<file path="config.mk">
export PLATFORM = sky130hd
export DESIGN_NAME = stack_ended_queue
export DESIGN_NICKNAME = d
export VERILOG_FILES = /design/src/sq_pkg.sv /design/src/stack_ended_queue.sv /design/src/sq_ram.sv /design/src/sq_ctrl.sv
export SDC_FILE = /design/constraint.sdc
export NUM_CORES = 1
export LEC_CHECK = 0
export BUFFER_PORTS_ARGS = -buffer_cell sky130_fd_sc_hd__buf_4
export CORE_MARGIN = 4
export CORE_UTILIZATION = 40
export DETAILED_ROUTE_END_ITERATION = 10
export GPL_TIMING_DRIVEN = 0
export SETUP_SLACK_MARGIN = 0.1
export SKIP_CTS_REPAIR_TIMING = 1
export SLEW_MARGIN = 15
export SYNTH_ARGS = -nofsm -noshare
export SYNTH_HDL_FRONTEND = slang
export SYNTH_HIERARCHICAL = 1
export SYNTH_SLANG_ARGS = --single-unit
</file>
<file path="constraint.sdc">
create_clock -name clk -period 6.5 [get_ports clk]
set_clock_uncertainty 0.05 [all_clocks]
set_input_delay 0.975 -clock clk [delete_from_list [all_inputs] [get_ports clk]]
set_output_delay 0.975 -clock clk [all_outputs]
set_load 0.05 [all_outputs]
</file>
<file path="src/sq_pkg.sv">
// Shared constants, types and ring arithmetic for the stack-ended queue.
// No dependencies; the top level and sq_ctrl import this package, sq_ram does not.
`timescale 1ns / 1ps

package sq_pkg;

    // store geometry
    localparam int DEPTH      = 16;
    localparam int ITEM_WIDTH = 32;
    localparam int PTR_W      = (DEPTH > 1) ? $clog2(DEPTH) : 1;
    localparam int CNT_W      = $clog2(DEPTH + 1);
    localparam int SUM_W      = CNT_W + 1;

    // field widths
    localparam int CMD_W  = 3;
    localparam int STAT_W = 2;

    // command codes
    localparam logic [CMD_W-1:0] CMD_ENQUEUE = 3'd0;
    localparam logic [CMD_W-1:0] CMD_PUSH    = 3'd1;
    localparam logic [CMD_W-1:0] CMD_POP     = 3'd2;
    localparam logic [CMD_W-1:0] CMD_CYCLE   = 3'd3;
    localparam logic [CMD_W-1:0] CMD_PEEK    = 3'd4;

    // status codes
    localparam logic [STAT_W-1:0] STAT_OK        = 2'd0;
    localparam logic [STAT_W-1:0] STAT_UNDERFLOW = 2'd1;
    localparam logic [STAT_W-1:0] STAT_OVERFLOW  = 2'd2;

    // controller states, one-hot
    typedef enum logic [1:0] {
        ST_IDLE = 2'b01,
        ST_READ = 2'b10
    } state_t;

    // one access to the entry memory
    typedef struct packed {
        logic                  wr_en;
        logic [PTR_W-1:0]      wr_addr;
        logic [ITEM_WIDTH-1:0] wr_data;
        logic                  rd_en;
        logic [PTR_W-1:0]      rd_addr;
    } mem_req_t;

    // one result transfer
    typedef struct packed {
        logic [ITEM_WIDTH-1:0] item;
        logic                  valid;
        logic [STAT_W-1:0]     status;
        logic [CNT_W-1:0]      occupancy;
    } result_t;

    // slot at a given offset from the head, modulo the depth
    function automatic logic [PTR_W-1:0] ring_add(input logic [PTR_W-1:0] head,
                                                  input logic [CNT_W-1:0] offset);
        logic [SUM_W-1:0] sum;
        sum = SUM_W'(head) + SUM_W'(offset);
        if (sum >= SUM_W'(DEPTH))
        begin
            sum = sum - SUM_W'(DEPTH);
        end
        return sum[PTR_W-1:0];
    endfunction

    // slot just before the head, modulo the depth
    function automatic logic [PTR_W-1:0] ring_dec(input logic [PTR_W-1:0] head);
        logic [PTR_W-1:0] slot;
        if (head == '0)
        begin
            slot = PTR_W'(DEPTH - 1);
        end
        else
        begin
            slot = head - PTR_W'(1);
        end
        return slot;
    endfunction

endpackage

</file>
<file path="src/stack_ended_queue.sv">
// Top level of the stack-ended queue: sequencer, entry memory and result register.
// Depends on sq_pkg, sq_ram and sq_ctrl.
`timescale 1ns / 1ps

// A command is taken when start is high and busy is low. Enqueue, push, unknown
// commands and any command that finds the store empty (or full, for the two
// writes) retire at once and leave busy low, so one may follow in every cycle.
// Pop, peek and cycle on a non-empty store first read the front entry from the
// single-port-read entry memory, whose read data is registered, and busy is
// high in the read state while that data returns. Each result is marked by
// done for exactly one cycle, in the cycle after the command retires; it must be
// captured then, as there is no way to hold it.
// The entry memory has no clearing pass: after reset the block is ready at once.

module stack_ended_queue (
    input  logic                           clk,
    input  logic                           rst_n,
    input  logic                           start,
    input  logic [sq_pkg::CMD_W-1:0]       command,
    input  logic [sq_pkg::ITEM_WIDTH-1:0]  item_in,
    output logic                           busy,
    output logic                           done,
    output logic [sq_pkg::ITEM_WIDTH-1:0]  item_out,
    output logic                           item_valid,
    output logic [sq_pkg::STAT_W-1:0]      status,
    output logic [sq_pkg::CNT_W-1:0]       occupancy
);

    import sq_pkg::*;

    mem_req_t              mem_req;
    logic [ITEM_WIDTH-1:0] rd_data;
    logic                  res_load;
    result_t               res;

    logic                  done_reg;
    result_t               res_reg;

    // command sequencer
    sq_ctrl u_ctrl (
        .clk      (clk),
        .rst_n    (rst_n),
        .start    (start),
        .command  (command),
        .item_in  (item_in),
        .rd_data  (rd_data),
        .busy     (busy),
        .mem_req  (mem_req),
        .res_load (res_load),
        .res      (res)
    );

    // entry memory
    sq_ram #(
        .DATA_W (ITEM_WIDTH),
        .ADDR_W (PTR_W),
        .WORDS  (DEPTH)
    ) u_ram (
        .clk     (clk),
        .wr_en   (mem_req.wr_en),
        .wr_addr (mem_req.wr_addr),
        .wr_data (mem_req.wr_data),
        .rd_en   (mem_req.rd_en),
        .rd_addr (mem_req.rd_addr),
        .rd_data (rd_data)
    );

    // result strobe
    always_ff @(posedge clk or negedge rst_n)
    begin
        if (!rst_n)
        begin
            done_reg <= 1'b0;
        end
        else
        begin
            done_reg <= res_load;
        end
    end

    // result payload
    always_ff @(posedge clk)
    begin
        if (res_load)
        begin
            res_reg <= res;
        end
    end

    assign done       = done_reg;
    assign item_out   = res_reg.item;
    assign item_valid = res_reg.valid;
    assign status     = res_reg.status;
    assign occupancy  = res_reg.occupancy;

endmodule

</file>
<file path="src/sq_ram.sv">
// Generic single-write, single-read synchronous RAM with registered read data.
// No package dependency; sized by its parameters.
`timescale 1ns / 1ps

module sq_ram #(
    parameter int DATA_W = 32,
    parameter int ADDR_W = 4,
    parameter int WORDS  = 16
) (
    input  logic              clk,
    input  logic              wr_en,
    input  logic [ADDR_W-1:0] wr_addr,
    input  logic [DATA_W-1:0] wr_data,
    input  logic              rd_en,
    input  logic [ADDR_W-1:0] rd_addr,
    output logic [DATA_W-1:0] rd_data
);

    logic [DATA_W-1:0] mem [WORDS];
    logic [DATA_W-1:0] rd_data_reg;

    // write port
    always_ff @(posedge clk)
    begin
        if (wr_en)
        begin
            mem[wr_addr] <= wr_data;
        end
    end

    // read port, registered read data
    always_ff @(posedge clk)
    begin
        if (rd_en)
        begin
            rd_data_reg <= mem[rd_addr];
        end
    end

    assign rd_data = rd_data_reg;

endmodule

</file>
<file path="src/sq_ctrl.sv">
// Command sequencer: head and count registers, memory requests and result forming.
// Depends on sq_pkg; drives the entry memory in sq_ram.
`timescale 1ns / 1ps

module sq_ctrl (
    input  logic                          clk,
    input  logic                          rst_n,
    input  logic                          start,
    input  logic [sq_pkg::CMD_W-1:0]      command,
    input  logic [sq_pkg::ITEM_WIDTH-1:0] item_in,
    input  logic [sq_pkg::ITEM_WIDTH-1:0] rd_data,
    output logic                          busy,
    output sq_pkg::mem_req_t              mem_req,
    output logic                          res_load,
    output sq_pkg::result_t               res
);

    import sq_pkg::*;

    state_t           state_reg, state_next;
    logic [PTR_W-1:0] head_reg, head_next;
    logic [CNT_W-1:0] count_reg, count_next;
    logic [CMD_W-1:0] cmd_reg, cmd_next;

    logic accept;
    logic empty;
    logic full;
    logic needs_read;

    assign busy   = (state_reg != ST_IDLE);
    assign accept = start && !busy;
    assign empty  = (count_reg == '0);
    assign full   = (count_reg >= CNT_W'(DEPTH));

    // commands that need the front entry from memory
    assign needs_read = !empty &&
                        (command == CMD_POP || command == CMD_CYCLE || command == CMD_PEEK);

    // next state, memory access and result
    always_comb
    begin
        state_next = state_reg;
        head_next  = head_reg;
        count_next = count_reg;
        cmd_next   = cmd_reg;
        mem_req    = '0;
        res_load   = 1'b0;
        res        = '0;

        case (state_reg)
            ST_IDLE:
            begin
                if (accept && needs_read)
                begin
                    mem_req.rd_en   = 1'b1;
                    mem_req.rd_addr = head_reg;
                    cmd_next        = command;
                    state_next      = ST_READ;
                end
                else if (accept)
                begin
                    res_load = 1'b1;
                    case (command)
                        CMD_ENQUEUE:
                        begin
                            if (full)
                            begin
                                res.status = STAT_OVERFLOW;
                            end
                            else
                            begin
                                mem_req.wr_en   = 1'b1;
                                mem_req.wr_addr = ring_add(head_reg, count_reg);
                                mem_req.wr_data = item_in;
                                count_next      = count_reg + CNT_W'(1);
                            end
                        end
                        CMD_PUSH:
                        begin
                            if (full)
                            begin
                                res.status = STAT_OVERFLOW;
                            end
                            else
                            begin
                                head_next       = ring_dec(head_reg);
                                mem_req.wr_en   = 1'b1;
                                mem_req.wr_addr = ring_dec(head_reg);
                                mem_req.wr_data = item_in;
                                count_next      = count_reg + CNT_W'(1);
                            end
                        end
                        // only reached here when the store is empty
                        CMD_POP, CMD_PEEK:
                        begin
                            res.status = STAT_UNDERFLOW;
                        end
                        default:
                        begin
                        end
                    endcase
                end
            end
            ST_READ:
            begin
                res_load   = 1'b1;
                state_next = ST_IDLE;
                case (cmd_reg)
                    CMD_POP:
                    begin
                        res.item   = rd_data;
                        res.valid  = 1'b1;
                        head_next  = ring_add(head_reg, CNT_W'(1));
                        count_next = count_reg - CNT_W'(1);
                    end
                    CMD_PEEK:
                    begin
                        res.item  = rd_data;
                        res.valid = 1'b1;
                    end
                    // front goes behind the last entry, then the head moves on
                    CMD_CYCLE:
                    begin
                        mem_req.wr_en   = 1'b1;
                        mem_req.wr_addr = ring_add(head_reg, count_reg);
                        mem_req.wr_data = rd_data;
                        head_next       = ring_add(head_reg, CNT_W'(1));
                    end
                    default:
                    begin
                    end
                endcase
            end
            default:
            begin
                state_next = ST_IDLE;
            end
        endcase

        res.occupancy = count_next;
    end

    // control registers
    always_ff @(posedge clk or negedge rst_n)
    begin
        if (!rst_n)
        begin
            state_reg <= ST_IDLE;
            head_reg  <= '0;
            count_reg <= '0;
        end
        else
        begin
            state_reg <= state_next;
            head_reg  <= head_next;
            count_reg <= count_next;
        end
    end

    // held command while the front entry is read
    always_ff @(posedge clk)
    begin
        cmd_reg <= cmd_next;
    end

    // count never passes the depth
    a_count_bound: assert property (@(posedge clk) disable iff (!rst_n)
        count_reg <= CNT_W'(DEPTH))
        else $error("entry count above depth");

    // the read state follows an accepted command that issued a read
    a_read_follows_issue: assert property (@(posedge clk) disable iff (!rst_n)
        (state_reg == ST_READ) |-> $past(accept && mem_req.rd_en))
        else $error("read state without a read request");

    // a memory read and write never share a cycle
    a_no_rd_wr_overlap: assert property (@(posedge clk) disable iff (!rst_n)
        !(mem_req.rd_en && mem_req.wr_en))
        else $error("read and write in the same cycle");

    // an accepted command that issues a read produces its result from the read state and returns to idle
    a_result_after_read: assert property (@(posedge clk) disable iff (!rst_n)
        (accept && mem_req.rd_en) |=> (res_load && state_next == ST_IDLE))
        else $error("read command did not complete");

    // the store is never seen empty while a pop, peek or cycle retires from the read state
    a_pop_not_empty: assert property (@(posedge clk) disable iff (!rst_n)
        (state_reg == ST_READ) |-> !empty)
        else $error("front read on an empty store");

endmodule
</file>
==> flow_metrics.env <==
export IMPL_power_internal_mw=7.09
export IMPL_dr_total_vias=11954
export IMPL_outcome="finished, final reports clean"
export IMPL_power_frac_clock_pct=34.5
export IMPL_synth_seq_cells=599
export IMPL_synthTopCellsByArea="edfxtp_1 (76%), mux4_2 (12%), a22oi_1 (3.1%)"
export IMPL_rr_worst_depth=9
export IMPL_nets=1359
export IMPL_finalCritPeriodShare_pct=69.6
export IMPL_io_pins=80
export IMPL_yosysTopAreaCell="edfxtp_1"
export IMPL_grt_pass1_wl_mm=82.4
export IMPL_worstPathArrival_ns=4.79
export IMPL_final_area_um2=27400
export IMPL_post_route_util_pct=47.5
export IMPL_syn_area_per_cell_um2=20.5
export IMPL_ant_nets=0
export IMPL_ys_flop_type="edfxtp_1"
export IMPL_drive_above_1_share_pct=27.5
export IMPL_clockBufferDepth=3
export IMPL_synth_cell_types=54
export IMPL_ys_warn_count=6
export IMPL_r2r_slack_ns=1.98
export IMPL_largest_register_ffs=512
export IMPL_numCtsBuffers=59
export IMPL_rr_endpoint="u_ram/mem[0][10]"
export IMPL_drt_iter0_drc=1150
export IMPL_seq_power_share_pct=46.9
export IMPL_period_minus_slack_ns=4.52
export IMPL_max_freq_ghz=0.221
export IMPL_io_buffers=79
export IMPL_rows=88
export IMPL_via_per_inst=5.63
export IMPL_p_sw_mw=2.73
export IMPL_worstPathCellList="inv_1 -> ha_1 -> clkbuf_1 -> buf_1 -> a21oi_1 -> or3b_2 -> nor3_2 -> buf_4 -> buf_4"
export IMPL_synth_edf_count=587
export IMPL_crit_required_ns=6.77
export IMPL_diodes=0
export IMPL_power_total_mw=9.81
export IMPL_post_dp_cell_area_um2=25500
export IMPL_dp_hpwl_mm=36.2
export IMPL_sw_frac_of_total_pct=27.8
export IMPL_p_leak_nw=8.89
export IMPL_setup_violations=0
export IMPL_cts_sinks=599
export IMPL_slew_viol_final=0
export IMPL_clk_latency_ns=0.63
export IMPL_syn_to_final_growth_pct=17.8
export IMPL_clock_root_buffer="clkbuf_16"
export IMPL_min_path_type="in2async"
export IMPL_grt_pass1_vias=12092
export IMPL_grt_setup_unrepaired="no"
export IMPL_cp_top_family="buffers and inverters"
export IMPL_grtUsageTotal_pct=17.8
export IMPL_yosysTopAreaCellShare_pct=75.7
export IMPL_wl_per_cell_um=26.5
export IMPL_htree_levels=2
export IMPL_cts_tree="built"
export IMPL_grt_max_degree=21
export IMPL_worstSetupStartpointType="flip-flop"
export IMPL_power_density_nw_per_um2=358
export IMPL_path_common_cell="buf_4"
export IMPL_crit_slowest_cell="buf_1"
export IMPL_start_util_pct=40.4
export IMPL_die_area_um2=62100
export IMPL_endpoint_kind="flip-flop"
export IMPL_drcViolationCount=0
export IMPL_critPathMaxFanout=10
export IMPL_slowest_delay_ns=0.70
export IMPL_timing_rr_start="u_ctrl/state_reg[0]"
export IMPL_crit_type="reg2reg"
export IMPL_yosysSeqAreaShare_pct=77.0
export IMPL_syn_nets=1183
export IMPL_antenna_found_initial=0
export IMPL_path_buf_inv=5
export IMPL_irDropWorstVdd_v=0.000351
export IMPL_die_h_um=249
export IMPL_wirelength_mm=56.2
export IMPL_drv_cap=0
export IMPL_combPwrFrac_pct=18.6
export IMPL_finalHoldViolCount=0
export IMPL_tightest_slew_ns=1.11
export IMPL_die_x_um=249
export IMPL_core_area_um2=57700
export IMPL_path_clk_slew_ns=0.06
export IMPL_place_gp_congestion=0.781
export IMPL_synthesis_area_um2=23300
export IMPL_slew_headroom_pct=26.2
export IMPL_grt_overflow=0
export IMPL_drt_pass1_iterations=5
export IMPL_netlist_instances=1135
export IMPL_synthArstFlopShare_pct=2.00
-- Yosys cell counts, types with 5 or more instances --
cell / count
and2_1: 35
dfrtp_1: 11
ha_1: 9
nand2_1: 39
buf_4: 10
buf_2: 16
edfxtp_1: 587
mux2i_1: 9
nand3_1: 7
inv_1: 9
nor3_1: 11
a22oi_1: 96
nor2b_1: 5
mux4_2: 128
clkbuf_1: 29
buf_1: 11
a21oi_1: 7
nor2_1: 60
-- how the worst max path moves through the flow --
| stage | from | to | slack, ns | cells past startpoint |
|---|---|---|---|---|
| floorplan | command[1] | u_ram/mem[0][0] | 1.44 | 8 |
| global placement | command[1] | u_ram/mem[0][15] | -2.02 | 9 |
| detailed placement | command[0] | u_ram/rd_data[18] | 1.77 | 13 |
| CTS | u_ctrl/state_reg[0] | u_ram/mem[0][8] | 2.07 | 9 |
| global route | u_ctrl/state_reg[0] | u_ram/mem[0][8] | 1.92 | 9 |
| finish | u_ctrl/state_reg[0] | u_ram/mem[0][10] | 1.98 | 9 |
-- layout by cell type (no fill, tap or decap), types with 9 or more instances in the layout --
cell and n:
ha_1 9, inv_1 9, buf_12 11, buf_2 16, buf_1 11, a22oi_1 96, buf_4 105, nor2_4 13
mux2i_1 9, nand2_1 39, clkbuf_16 60, dfrtp_1 11, edfxtp_1 587, and2_1 35, clkbuf_1 48, mux4_2 128
clkinv_1 14, nor2_1 47
-- power by group through the flow --
stage	Clock, mW	Sequential, mW	Combinational, mW
floorplan	0	4.95	0.867
global placement	0	4.71	1.72
detailed placement	0	4.68	1.84
CTS	3.47	4.60	1.84
global route	3.63	4.62	1.95
finish	3.39	4.60	1.82
-- logic make-up (layout without fill, tap and decap cells) --
logic type               Yosys count  in the layout  synth area share [%]
AO/OA/AOI/OAI                    125            125                  4.03
XOR/XNOR                           7              7                 0.263
adder cells (fa/ha/maj)           10             10                 0.569
buffers and inverters             76            299                  1.47
flip-flops                       599            599                  77.0
multiplexers                     138            138                  12.8
AND/OR/NAND/NOR                  180            180                  3.87
-- stage by stage --
step	hold slack, ns	instances	setup TNS (ns)	setup slack (ns)
floorplan	0.424	1135	0	1.44
global placement	0.436	1979	-260.86	-2.02
detailed placement	0.448	2015	0	1.77
CTS	0.127	2123	0	2.07
global route	0.139	2123	0	1.92
finish	0.153	2123	0	1.98
-- layer usage --
layer | GRT usage (%) | wire (µm)
met1 | 25.9 | 24600
met2 | 27.9 | 26400
met3 | 3.25 | 3800
met4 | 5.34 | 1470
met5 | 0 | 0
-- cell type report --
cell class / count / area, µm²
Buffer: 66 / 305
Clock buffer: 79 / 1570
Clock inverter: 29 / 349
Fill cell: 4829 / 30300
Inverter: 10 / 37.5
Multi-Input combinational cell: 460 / 5150
Sequential cell: 599 / 17900
Tap cell: 765 / 957
Timing Repair Buffer: 115 / 1130
Note: power is estimated with default switching activity, not from simulation.
